**src/design/dltb_pkg.sv**
```systemverilog
// ----------------------------------------------------------------------------
// dltb_pkg
// Shared types, codes and constants of the delta-list timer bank.
// ----------------------------------------------------------------------------
package dltb_pkg;

    localparam int ID_W      = 5;
    localparam int PER_W     = 32;
    localparam int TPU_W     = 16;
    localparam int TICK_W    = 32;
    localparam int ST_W      = 2;
    localparam int TIMERS_DEF = 16;
    localparam logic [TPU_W-1:0] TPU_RST = 16'd1000;

    typedef enum logic [2:0] {
        OP_TICK    = 3'd0,
        OP_CREATE  = 3'd1,
        OP_START   = 3'd2,
        OP_STOP    = 3'd3,
        OP_RESTART = 3'd4,
        OP_DELETE  = 3'd5,
        OP_QUERY   = 3'd6,
        OP_BAD     = 3'd7
    } t_op;

    typedef enum logic [ST_W-1:0] {
        SL_FREE = 2'd0,
        SL_STOP = 2'd1,
        SL_RUN  = 2'd2
    } t_slot;

    typedef enum logic [3:0] {
        S_IDLE,
        S_DEC,
        S_DIV,
        S_CRT,
        S_RST,
        S_RST_GO,
        S_REM,
        S_INS,
        S_WALK,
        S_RESP,
        S_XCHK,
        S_XACT,
        S_XEV,
        S_XEND
    } t_fsm;

    typedef struct packed {
        logic [2:0]       opcode;
        logic [ID_W-1:0]  timer_id;
        logic [PER_W-1:0] period_us;
        logic             periodic;
    } t_in;

    typedef struct packed {
        logic              kind;
        logic              status;
        logic [ID_W-1:0]   new_id;
        logic [ID_W-1:0]   event_timer;
        logic [ST_W-1:0]   timer_state;
        logic [TICK_W-1:0] ticks_seen;
        logic              last;
    } t_out;

    // reload plus one, held at all ones
    function automatic logic [PER_W-1:0] sat_inc(input logic [PER_W-1:0] v);
        sat_inc = (v == '1) ? v : v + PER_W'(1);
    endfunction

endpackage

```
**src/design/dltb_div.sv**
```systemverilog
// ----------------------------------------------------------------------------
// dltb_div
// Restoring divider, one quotient bit per cycle, 32-bit by 16-bit.
// ----------------------------------------------------------------------------
module dltb_div (
    input  logic                       i_clk,
    input  logic                       i_rst_n,
    input  logic                       i_start,
    input  logic [dltb_pkg::PER_W-1:0] i_dividend,
    input  logic [dltb_pkg::TPU_W-1:0] i_divisor,
    output logic                       o_done,
    output logic [dltb_pkg::PER_W-1:0] o_quotient
);
    import dltb_pkg::*;

    localparam int CW = $clog2(PER_W);

    logic [TPU_W-1:0] r_dvs, n_dvs;
    logic [TPU_W-1:0] r_rem, n_rem;
    logic [PER_W-1:0] r_quo, n_quo;
    logic [CW-1:0]    r_cnt, n_cnt;
    logic             r_busy, n_busy;
    logic             r_done, n_done;
    logic [TPU_W:0]   rem_sh;
    logic [TPU_W:0]   rem_sub;

    always_comb begin
        n_dvs  = r_dvs;
        n_rem  = r_rem;
        n_quo  = r_quo;
        n_cnt  = r_cnt;
        n_busy = r_busy;
        n_done = 1'b0;
        rem_sh  = {r_rem, r_quo[PER_W-1]};
        rem_sub = rem_sh - {1'b0, r_dvs};
        if (i_start) begin
            n_dvs  = (i_divisor == '0) ? TPU_W'(1) : i_divisor;
            n_rem  = '0;
            n_quo  = i_dividend;
            n_cnt  = '0;
            n_busy = 1'b1;
        end else if (r_busy) begin
            if (rem_sh >= {1'b0, r_dvs}) begin
                n_rem = rem_sub[TPU_W-1:0];
                n_quo = {r_quo[PER_W-2:0], 1'b1};
            end else begin
                n_rem = rem_sh[TPU_W-1:0];
                n_quo = {r_quo[PER_W-2:0], 1'b0};
            end
            n_cnt = r_cnt + CW'(1);
            if (r_cnt == CW'(PER_W - 1)) begin
                n_busy = 1'b0;
                n_done = 1'b1;
            end
        end
    end

    always_ff @(posedge i_clk) begin
        if (!i_rst_n) begin
            r_busy <= 1'b0;
            r_done <= 1'b0;
            r_cnt  <= '0;
        end else begin
            r_busy <= n_busy;
            r_done <= n_done;
            r_cnt  <= n_cnt;
        end
        r_dvs <= n_dvs;
        r_rem <= n_rem;
        r_quo <= n_quo;
    end

    assign o_done     = r_done;
    assign o_quotient = r_quo;

endmodule

```
**config.mk**
```make
export PLATFORM = sky130hd
export DESIGN_NAME = dltb_div
export DESIGN_NICKNAME = d
export VERILOG_FILES = /design/src/design/dltb_pkg.sv /design/src/design/dltb_div.sv
export SDC_FILE = /design/constraint.sdc
export NUM_CORES = 1
export LEC_CHECK = 0
export BUFFER_PORTS_ARGS = -buffer_cell sky130_fd_sc_hd__buf_4
export CORE_MARGIN = 2
export CORE_UTILIZATION = 59
export DETAILED_ROUTE_END_ITERATION = 12
export GPL_TIMING_DRIVEN = 0
export PLACE_DENSITY_LB_ADDON = 0.2
export SLEW_MARGIN = 0
export SYNTH_ARGS = -nofsm -noshare
export SYNTH_HDL_FRONTEND = slang
export SYNTH_SLANG_ARGS = --single-unit
```
**constraint.sdc**
```tcl
create_clock -name i_clk -period 5.07 [get_ports i_clk]
set_input_delay 0.507 -clock i_clk [delete_from_list [all_inputs] [get_ports i_clk]]
set_output_delay 0.507 -clock i_clk [all_outputs]
set_load 0.05 [all_outputs]
```
Word level (Yosys, flattened, before mapping) --
Cells that the tools add are included. W data, S select, Z words.
Word-level totals: bits in registers 71, input bits 51, output and inout port bits 33, word-level logic and storage cells 24
Operators by class: add/subtract/negate cells 2, order comparisons 1, eq/ne operators 1, muxes and demuxes 8, bitwise gates (word level) 2, reductions and logical operators 4
Operator list (number):
- $mux W32 | 2
- $ge A17 B16 Y1 | 1
- $logic_not A16 Y1 | 1
- $mux W16 | 1
- $sub A16 B16 Y16 | 1
- $add A5 B1 Y5 const B | 1
- $eq A5 B5 Y1 const B | 1
- $mux W1 | 5
- $reduce_or A3 Y1 | 1
- $not A1 Y1 | 2
- $reduce_bool A2 Y1 | 1
- $reduce_or A2 Y1 | 1

Logic depth before layout (Yosys ltp) --
Gate-level depths: netlist of run 1.
word-level depth 4, depth in mapped cells 12, mapped depth without buffers 10

Worst setup path after synthesis of run 1 --
Ideal clock, no wire load.
kind register -> register, start point register r_quo[31] (netlist: o_quotient[31]), end point register r_rem[12], library setup time 0.086 ns, data arrival time 2.636 ns, data required time 4.984 ns, path slack 2.348 ns, stages on the path, launching flop included 11, buffers on the path 0, clock period less this slack 2.722 ns, cell sequence edfxtp_1 -> inv_1 -> ha_1 -> fa_1 -> nand2b_1 -> a21oi_1 -> or3b_2 -> nand3_1 -> xor2_1 -> mux2i_1 -> a211oi_1
On the way: word-level cells in the longest chain between the ends 2, elaborated cells on any way between the ends 3, classes of those cells add/sub: 1; order compare: 1; mux: 1
Ends and longest elaborated chain:
- from (decl) | line dltb_div.sv:20 | logic [PER_W-1:0] r_quo, n_quo;
- from (signal assigned) | line dltb_div.sv:70 | r_quo <= n_quo;
- $sub A16 B16 Y16 / $ge A17 B16 Y1 (equally long branches) | line dltb_div.sv:35, dltb_div.sv:43
- $mux W16 * | line dltb_div.sv:43 | if (rem_sh >= {1'b0, r_dvs}) begin
- to (signal assigned) | line dltb_div.sv:69 | r_rem <= n_rem;
- to (decl) | line dltb_div.sv:19 | logic [TPU_W-1:0] r_rem, n_rem;
Every way passes the cells marked *; elsewhere a longest branch is shown, timed or not. A chain may end at the register's enable or synchronous reset.

Final worst setup path of run 1 --
start point register r_dvs[8], end point register r_quo[0] (netlist: o_quotient[0]) (data pin)
On the way: word-level cells in the longest chain between the ends 4
Ends and longest elaborated chain:
- from (decl) | line dltb_div.sv:18 | logic [TPU_W-1:0] r_dvs, n_dvs;
- from (signal assigned) | line dltb_div.sv:68 | r_dvs <= n_dvs;
- $ge A17 B16 Y1 | line dltb_div.sv:43
- $mux W1 | line dltb_div.sv:43
- $mux W32 | line dltb_div.sv:42 | end else if (r_busy) begin
- $mux W32 | line dltb_div.sv:36 | if (i_start) begin
- via n_quo[0] | line dltb_div.sv:20
The timed path passes the listed nets, and every way through them passes these cells. The select of a mux whose other input is x is not followed.

==> qor.yml, run 1 <==
sta:
  maxSlewViolCount: 0
  tightestPinTransition_ns: 1.20
  fmax_ghz: 0.359
  clock_skew_ns: 0.00962
  min_period_ns: 2.79
  finalSetupViolations: 0
  finalHoldViolCount: 0
  setup_tns_ns: 0
  rsz0062_at_grt: "false"
  relSlewSlack_pct: 20.2
  timing.final.crit_share_pct: 55.0
worst_setup_path:
  worstPathArrival_ns: 2.89
  critPathRequiredTime_ns: 5.17
  cp-start-kind: "register"
  crit_chain: "inv_1 > ha_1 > a21o_1 > a221oi_2 > a21oi_1 > a211o_1 > a21bo_2 > buf_6 > buf_6 > mux2_2"
  crit_fanout: 10
  cp_slowest_cell: "ha_1"
  critical_path_class: "reg2reg"
  r2r_setup_slack_ns: 2.28
  slowest_delay_ns: 0.38
  endpoint_kind: "register"
  critPathMostFrequentCell: "buf_6"
yosys:
  synth_area_leader_cell: "edfxtp_1"
  syn_area_sq_mm: 0.00379
  synthesis.nets: 402
  syn_inst: 332
  synthArstFlopShare_pct: 0
  netlist_top_cells_area: "edfxtp_1 (38%), dfxtp_1 (12%), mux2_2 (9.5%)"
  ys_warn_count: 0
  ys_types: 50
  synth_common_cells: "edfxtp_1 (48), mux2_2 (32), nor2_1 (26)"
  post-synth-top-count-cell: "edfxtp_1"
  synth_edf_count: 48
  avgSynthCellArea_sq_um: 11.4
  netlist.area_leader.share_pct: 38.1
  synth_flop_cell: "edfxtp_1"
  ys_seq_area_share_pct: 50.2
  ys_ff_latch: 71
detailed_routing:
  firstDrtPassIters: 4
  drt-initial-drc-count: 203
  via_per_inst: 5.64
  drcViolationCount: 0
  vias: 2858
  routedWlPerCell_um: 16.3
  ant_nets: 0
  drt-total-wl_um: 8290
clock_network:
  post_cts_buffers: 0
  clkSlewWorstSetupHoldPaths_ns: 0.08
  cts-htree-levels: 3
  cts_hold_buf: 0
  root_buffer: "clkbuf_8"
  cts_num_sinks: 71
  cts.path.max_buffers: 2
  cts_tree: "yes"
  cts_resized: 0
  cts_made_buffers: 9
  clk_latency_ns: 0.35
placement:
  port-buffer-count: 83
  dp_hpwl_um: 6220
  place_congestion: 0.862
  dp.cells: 492
floorplan:
  die_area_sq_mm: 0.00708
  num_rows: 29
  coreArea_sq_mm: 0.00628
  die_height_um: 84.1
  die_w_um: 84.1
  pin_count: 84
  start_util_pct: 60.3
global_route:
  gr-total-overflow: 0
  track_usage_pct: 24.4
  grt_max_degree: 33
  antenna_found_initial: 0
  grt_pass1_vias: 2977
  grt_pass1_wl_um: 13500
final_layout:
  n_fill_cell: 421
  stdcell_count: 507
  area_growth_syn_to_layout_pct: 24.7
  layout-drive-gt1-share_pct: 33.0
  num_antenna_cells: 0
  final_nets: 496
hold_path:
  min_path_type: "in2reg"
pwr:
  p_clk_share_pct: 30.5
  total_leakage_power_uw: 0.00199
  p_comb_share_pct: 26.3
  power.switching_uw: 508
  internal_power_uw: 1130
  irDropWorstVdd_v: 0.000288
  swShare_pct: 31.0
  seqPwrFrac_pct: 43.2
  power.density_mw_per_mm2: 347
status:
  status: "complete, no violations"
flow_run:
  max_cap_viol_count: 0
layer usage:
| layer | global-route usage [%] | up-vias | part of all wire (%) |
|---|---|---|---|
| li1 | - | 1386 | - |
| met1 | 29.0 | 1354 | 41 |
| met2 | 40.5 | 103 | 49 |
| met3 | 10.4 | 15 | 8.8 |
| met4 | 7.33 | 0 | 1.7 |
| met5 | 0 | - | 0 |
cell usage in the layout, fill, tap and decap left out, types with 4 or more instances in the layout:
| master | netlist | layout |
|---|---|---|
| buf_4 | 0 | 83 |
| nand3_1 | 4 | 4 |
| nor4_1 | 5 | 5 |
| o21ai_0 | 9 | 9 |
| ha_1 | 18 | 18 |
| inv_1 | 20 | 20 |
| a21oi_1 | 10 | 10 |
| a21o_1 | 4 | 4 |
| xor2_1 | 8 | 8 |
| nor2_1 | 26 | 26 |
| mux2_2 | 32 | 32 |
| clkbuf_8 | 0 | 9 |
| clkbuf_1 | 20 | 20 |
| xnor2_1 | 7 | 7 |
| buf_1 | 5 | 5 |
| a211oi_1 | 10 | 10 |
| nand2b_1 | 4 | 4 |
| edfxtp_1 | 48 | 48 |
| dfxtp_1 | 23 | 23 |
| mux2i_1 | 16 | 16 |
| and3_1 | 4 | 4 |
| nand2_1 | 14 | 14 |
through the flow:
| step | setup slack [ns] | power, uW | instance area (sq um) | utilization [%] | hold slack (ns) |
|---|---|---|---|---|---|
| after floorplan | 2.35 | 1020 | 3790 | - | 0.426 |
| after global placement | 2.34 | 1140 | 4510 | 71.8 | 0.437 |
| after detailed placement | 2.33 | 1150 | 4510 | 71.8 | 0.443 |
| after CTS | 2.31 | 1640 | 4720 | 75.3 | 0.367 |
| after global routing | 2.17 | 1700 | 4720 | 75.3 | 0.366 |
| final | 2.28 | 1640 | 4720 | 75.3 | 0.377 |
worst max-delay path: cells and delay by family, from the launching register on:
kind	cells	cell delay, ns
AO/OA/AOI/OAI	5	1.22
adder cells (fa/ha/maj)	1	0.38
buffers and inverters	3	0.35
flip-flops	1	0.34
multiplexers	1	0.25
kinds of logic after synthesis:
| group | count (synthesis) | synth area share (%) |
|---|---|---|
| AND/OR/NAND/NOR | 73 | 9.51 |
| XOR/XNOR | 15 | 3.47 |
| buffers and inverters | 48 | 5.35 |
| AO/OA/AOI/OAI | 57 | 10.8 |
| adder cells (fa/ha/maj) | 19 | 6.48 |
| multiplexers | 49 | 14.1 |
| flip-flops | 71 | 50.2 |
worst paths after layout:
check	end	start	cells past startpoint
worst max-delay path	o_quotient[0]	r_dvs[8]	10
worst min-delay path	r_busy	i_rst_n	2
worst max register to register	o_quotient[0]	r_dvs[8]	10
worst min register to register	r_rem[15]	r_rem[15]	2
sequential cells by signal, summed over array words and instances (netlist names):
register,count
o_quotient,32
r_cnt,5
r_rem,16
o_done,1
r_dvs,16
r_busy,1
cell type report:
cell class | count | area, sq um | share of cell area, %
buffer | 28 | 128 | 2.70
clock buffer | 9 | 124 | 2.62
sequential | 71 | 1900 | 40.3
tap | 77 | 96.3 | 2.04
inverter | 20 | 75.1 | 1.59
clock inverter | 6 | 93.8 | 1.99
timing repair buffer | 83 | 623 | 13.2
multi-input combinational | 213 | 1680 | 35.6
power groups by stage:
stage               clock, uW  sequential, uW  combinational (uW)
detailed placement          0             719                 428
floorplan                   0             807                 212
global route              526             714                 463
finish                    500             707                 431
global placement            0             717                 418
CTS                       506             707                 430
Note: power is estimated with default switching activity, not from simulation.
==> inputs of run 2 (changes only) <==
--- a/config.mk
+++ b/config.mk
@@ -5,9 +5,10 @@
 export SDC_FILE = /design/constraint.sdc
 export NUM_CORES = 1
 export LEC_CHECK = 0
+export ABC_AREA = 1
 export BUFFER_PORTS_ARGS = -buffer_cell sky130_fd_sc_hd__buf_4
 export CORE_MARGIN = 2
-export CORE_UTILIZATION = 59
+export CORE_UTILIZATION = 55
 export DETAILED_ROUTE_END_ITERATION = 12
 export GPL_TIMING_DRIVEN = 0
 export PLACE_DENSITY_LB_ADDON = 0.2
==> constraint.sdc (replaced) <==
create_clock -name i_clk -period 2.7 [get_ports i_clk]
set_input_delay 0.27 -clock i_clk [delete_from_list [all_inputs] [get_ports i_clk]]
set_output_delay 0.27 -clock i_clk [all_outputs]
set_load 0.05 [all_outputs]
==> qor.yml, run 2 <==
yosys:
  synthArstFlopShare_pct: 0
  syn_inst: 535
  ys_seq_area_share_pct: 46.6
  synth_common_cells: "nand2_1 (217), inv_1 (75), edfxtp_1 (48)"
  netlist_top_cells_area: "edfxtp_1 (35%), nand2_1 (20%), dfxtp_1 (11%)"
  synth_area_leader_cell: "edfxtp_1"
  synth_flop_cell: "edfxtp_1"
  synthesis.nets: 605
  netlist.area_leader.share_pct: 35.3
  post-synth-top-count-cell: "nand2_1"
  ys_ff_latch: 71
  ys_warn_count: 0
  avgSynthCellArea_sq_um: 7.63
  ys_types: 36
  synth_edf_count: 48
  syn_area_sq_mm: 0.00408
final_layout:
  final_common_cell: "nand2_1"
  stdcell_count: 734
  num_antenna_cells: 0
  final_nets: 700
  layout-drive-gt1-share_pct: 18.3
  largest_reg_flops: 32
  layout_common_cells: "nand2_1 (217), buf_4 (85), inv_1 (75)"
  area_growth_syn_to_layout_pct: 23.1
floorplan:
  die_area_sq_mm: 0.00813
  num_rows: 31
  die_height_um: 90.2
  start_util_pct: 56.6
  pin_count: 84
  coreArea_sq_mm: 0.00721
  die_w_um: 90.2
global_route:
  gr-total-overflow: 0
  track_usage_pct: 25.2
  grt_pass1_vias: 3605
  grt_max_degree: 24
  grt_pass1_wl_um: 16600
  antenna_found_initial: 0
detailed_routing:
  drt-total-wl_um: 9800
  routedWlPerCell_um: 13.3
  via_per_inst: 5.02
  drcViolationCount: 0
  ant_nets: 0
  drt-initial-drc-count: 165
  vias: 3685
  firstDrtPassIters: 5
pwr:
  total_leakage_power_uw: 0.00259
  power.density_mw_per_mm2: 520
  irDropWorstVdd_v: 0.000541
status:
  status: "complete, no violations"
sta:
  maxSlewViolCount: 0
  setup_tns_ns: 0
  relSlewSlack_pct: 38.8
  finalHoldViolCount: 0
  tightestPinTransition_ns: 0.909
  finalSetupViolations: 0
  rsz0062_at_grt: "false"
  clock_skew_ns: 0.0135
  min_period_ns: 2.12
  fmax_ghz: 0.471
  timing.final.crit_share_pct: 78.6
placement:
  dp.cells: 718
  place_congestion: 0.885
  dp_hpwl_um: 7490
  port-buffer-count: 83
worst_setup_path:
  worstPathArrival_ns: 2.37
  crit_fanout: 4
  critPathRequiredTime_ns: 2.95
  critical_path_class: "reg2reg"
  r2r_setup_slack_ns: 0.58
  r2r-start: "o_quotient[31]"
  worstReg2RegEnd: "r_rem[14]"
  cp-start-kind: "register"
  ff2ff_path_depth: 11
  endpoint_kind: "register"
hold_path:
  hold_path_end: "r_dvs[11]"
  min_path_type: "in2reg"
  min_from: "i_divisor[11]"
  whs_path_depth: 2
flow_run:
  max_cap_viol_count: 0
clock_network:
  post_cts_buffers: 0
  cts_resized: 0
  cts_num_sinks: 71
  cts.path.max_buffers: 2
  cts_tree: "yes"
  cts-htree-levels: 3
  root_buffer: "clkbuf_8"
  clkSlewWorstSetupHoldPaths_ns: 0.08
  clk_latency_ns: 0.35
  cts_hold_buf: 0
  cts_made_buffers: 9
run 2: cell count changes after synthesis, moves of 9 or more:
cell      before  now
a211oi_1      10    1
nand3_1        4   37
inv_1         20   75
mux2_2        32    0
nand2_1       14  217
mux2i_1       16    0
run 2: cells by family (layout without fill, tap and decap cells):
kind of cell               Yosys count  in the layout  synth area share [%]
xor gates and xnor gates             6              6                  1.29
buffers and inverters              104            204                  10.1
and+or+nand+nor                    306            306                  31.9
adders and majority gates           19             19                  6.01
DFF                                 71             71                  46.6
AOI/OAI and AO/OA                   29             29                  4.20
run 2: how the worst max path moves through the flow:
stage | endpoint | startpoint | slack (ns) | cells past startpoint
2_1_floorplan | r_rem[14] | o_quotient[31] | 0.53 | 11
3_3_place_gp | o_quotient[9] | i_start | 0.32 | 4
3_5_place_dp | r_rem[10] | r_dvs[14] | 0.60 | 10
4_1_cts | r_rem[10] | r_dvs[14] | 0.58 | 10
5_1_grt | r_rem[14] | o_quotient[31] | 0.43 | 11
6_report | r_rem[14] | o_quotient[31] | 0.58 | 11
run 2: layout make-up:
| class | instances | area [sq um] |
|---|---|---|
| clock buffers | 9 | 124 |
| multi-input cells | 360 | 1770 |
| plain buffers | 27 | 121 |
| clock inverters | 7 | 46.3 |
| well taps | 99 | 124 |
| repair buffers | 84 | 651 |
| inverters | 77 | 289 |
| flip-flops and latches | 71 | 1900 |
| fillers | 642 | 2190 |
run 2: worst max-delay path, cell delays in order (launching register included):
cell,delay [ns]
edfxtp_1,0.36
inv_1,0.08
ha_1,0.23
fa_1,0.43
nor2_1,0.17
nor2_1,0.12
o21ai_1,0.23
nand2_1,0.11
nand3_1,0.11
nand3_2,0.07
nand2_1,0.08
nand2_1,0.05
run 2: through the flow:
| step | cell area [sq um] | power, uW | utilization, % | hold WS, ns | setup slack [ns] |
|---|---|---|---|---|---|
| 3_5_place_dp | 4860 | 1880 | 67.3 | 0.464 | 0.596 |
| 5_1_grt | 5030 | 2730 | 69.7 | 0.180 | 0.434 |
| 3_3_place_gp | 4830 | 1870 | 66.9 | 0.455 | 0.320 |
| 2_1_floorplan | 4080 | 1670 | - | 0.382 | 0.529 |
| 4_1_cts | 5030 | 2630 | 69.7 | 0.166 | 0.579 |
| 6_report | 5030 | 2620 | 69.7 | 0.181 | 0.577 |
run 2: per-layer routing:
metal	vias up	track usage [%]	part of all wire (%)	wire (um)
met4	0	10.3	2.3	221
li1	1876	-	-	-
met5	-	0	0	0
met3	20	3.69	5.0	486
met2	109	42.9	50	4860
met1	1680	32.5	43	4230
run 2: where the power goes:
group	leakage (uW)	internal (uW)	total (uW)	switching, uW
combinational	0.00183	193	575	382
clock	0.0000835	333	753	420
sequential	0.000671	1250	1290	38.4
total	0.00259	1780	2620	840
==> inputs of run 3 (changes only) <==
==> constraint.sdc (replaced) <==
create_clock -name i_clk -period 2.1 [get_ports i_clk]
set_input_delay 0.21 -clock i_clk [delete_from_list [all_inputs] [get_ports i_clk]]
set_output_delay 0.21 -clock i_clk [all_outputs]
set_load 0.05 [all_outputs]
==> qor.yml, run 3 (synthesis gave the netlist of run 2 again) <==
worst_setup_path:
  critical_path_class: "reg2reg"
  worstReg2RegEnd: "r_rem[10]"
  critPathRequiredTime_ns: 2.37
  crit_fanout: 10
  cp_slowest_cell: "edfxtp_1"
  crit_chain: "inv_1 > ha_2 > nand2_2 > nor2_2 > nand4_1 > nand2_1 > nor2_4 > nand2_4 > buf_8 > nand2_1 > nand3_2 > o21ai_2"
  slowest_delay_ns: 0.38
  endpoint_kind: "register"
  critPathTopFamily: "simple AND/OR/NAND/NOR gates"
  crit_buf_inv: 2
  critPathMostFrequentCell: "nand2_1"
  worstPathArrival_ns: 2.27
  r2r_setup_slack_ns: 0.10
  cp-start-kind: "register"
  ff2ff_path_depth: 12
  r2r-start: "r_dvs[8]"
clock_network:
  root_buffer: "clkbuf_8"
  cts-htree-levels: 3
  cts_tree: "yes"
  cts.path.max_buffers: 2
  cts_made_buffers: 9
  clkSlewWorstSetupHoldPaths_ns: 0.08
  cts_num_sinks: 71
  clk_latency_ns: 0.36
  cts_hold_buf: 0
flow_run:
  max_cap_viol_count: 0
floorplan:
  coreArea_sq_mm: 0.00721
  start_util_pct: 56.6
  die_area_sq_mm: 0.00813
  die_w_um: 90.2
  die_height_um: 90.2
  pin_count: 84
  num_rows: 31
placement:
  port-buffer-count: 83
  placed_cell_area_sq_mm: 0.00486
  dp_hpwl_um: 7320
  place_congestion: 0.916
detailed_routing:
  firstDrtPassIters: 5
  vias: 3715
  via_per_inst: 5.01
  drcViolationCount: 0
  routedWlPerCell_um: 13.5
  ant_nets: 0
  drt-total-wl_um: 9970
  drt-initial-drc-count: 276
final_layout:
  area_growth_syn_to_layout_pct: 26.8
  layout-drive-gt1-share_pct: 22.3
  final_common_cell: "nand2_1"
  layout_common_cells: "nand2_1 (210), buf_4 (89), inv_1 (74)"
  final_nets: 707
  design_area_sq_mm: 0.00518
  largest_reg_flops: 32
  num_antenna_cells: 0
  n_fill_cell: 596
hold_path:
  hold_path_end: "r_dvs[5]"
  min_path_type: "in2reg"
  whs_path_depth: 2
  min_from: "i_divisor[5]"
status:
  status: "complete, no violations"
global_route:
  grt_max_degree: 24
  track_usage_pct: 24.5
  grt_pass1_wl_um: 16100
  gr-total-overflow: 0
  grt_pass1_vias: 3451
  antenna_found_initial: 0
sta:
  clock_skew_ns: 0.0110
  finalSetupViolations: 0
  tightestPinTransition_ns: 0.918
  maxSlewViolCount: 0
  min_period_ns: 2.00
  relSlewSlack_pct: 38.8
  fmax_ghz: 0.500
  timing.final.crit_share_pct: 95.2
  finalHoldViolCount: 0
pwr:
  power.density_mw_per_mm2: 660
  total_leakage_power_uw: 0.00261
  irDropWorstVdd_v: 0.000462
  p_total_uw: 3420
run 3: cell types whose count changed in the layout (fill, tap and decap cells not counted), sizes merged:
cell | previous run | this run
buf | 88 | 94
nand2 | 220 | 221
run 3: area by class of cell:
type / count / area, sq um / share of cell area (%)
plain buffers: 27 / 129 / 2.49
clock buffers: 9 / 124 / 2.39
well taps: 99 / 124 / 2.39
repair buffers: 90 / 696 / 13.4
flip-flops and latches: 71 / 1900 / 36.7
inverters: 77 / 289 / 5.58
multi-input cells: 361 / 1870 / 36.1
clock inverters: 7 / 46.3 / 0.894
run 3: worst max path at each step:
stage / start / end / slack [ns] / depth (start not counted)
floorplan: o_quotient[31] / r_rem[14] / 0.01 / 11
global placement: i_start / o_quotient[8] / -0.23 / 4
detailed placement: i_start / o_quotient[24] / -0.006 / 5
CTS: r_dvs[14] / r_rem[10] / 0.02 / 10
global route: r_dvs[7] / r_rem[6] / -0.04 / 12
finish: r_dvs[8] / r_rem[10] / 0.10 / 12
run 3: power by group:
group | leakage, uW | internal, uW | switching [uW]
clock network | 0.0000835 | 429 | 572
registers | 0.000671 | 1610 | 49.7
logic | 0.00186 | 259 | 501
total | 0.00261 | 2290 | 1120
run 3: timing repair:
item	4_1_cts	5_1_grt
endpoints found under the setup margin	0	14
setup buffers	0	6
endpoints found under the hold margin	0	0
gates resized for setup	0	24
run 3: worst reg2reg max path, stage by stage (launching register included):
cell	delay, ns
edfxtp_1	0.38
inv_1	0.10
ha_2	0.31
nand2_2	0.11
nor2_2	0.06
nand4_1	0.08
nand2_1	0.09
nor2_4	0.30
nand2_4	0.14
buf_8	0.16
nand2_1	0.08
nand3_2	0.06
o21ai_2	0.06
run 3: through the flow:
stage	setup TNS, ns	setup WS, ns	std cells	util [%]	hold WS [ns]
after floorplan	0	0.0102	535	-	0.322
after global placement	-8.36	-0.230	717	67.0	0.453
after detailed placement	-0.0918	-0.00587	718	67.4	0.461
after CTS	0	0.0151	734	69.8	0.103
after global routing	-0.178	-0.0446	741	71.8	0.108
final	0	0.102	741	71.8	0.119
run 3: per-layer routing:
layer	wire, um	track usage (%)	share of wire (%)
met1	4430	32.5	44
met2	4950	41.4	50
met3	479	4.69	4.8
met4	109	6.03	1.1
met5	0	0	0
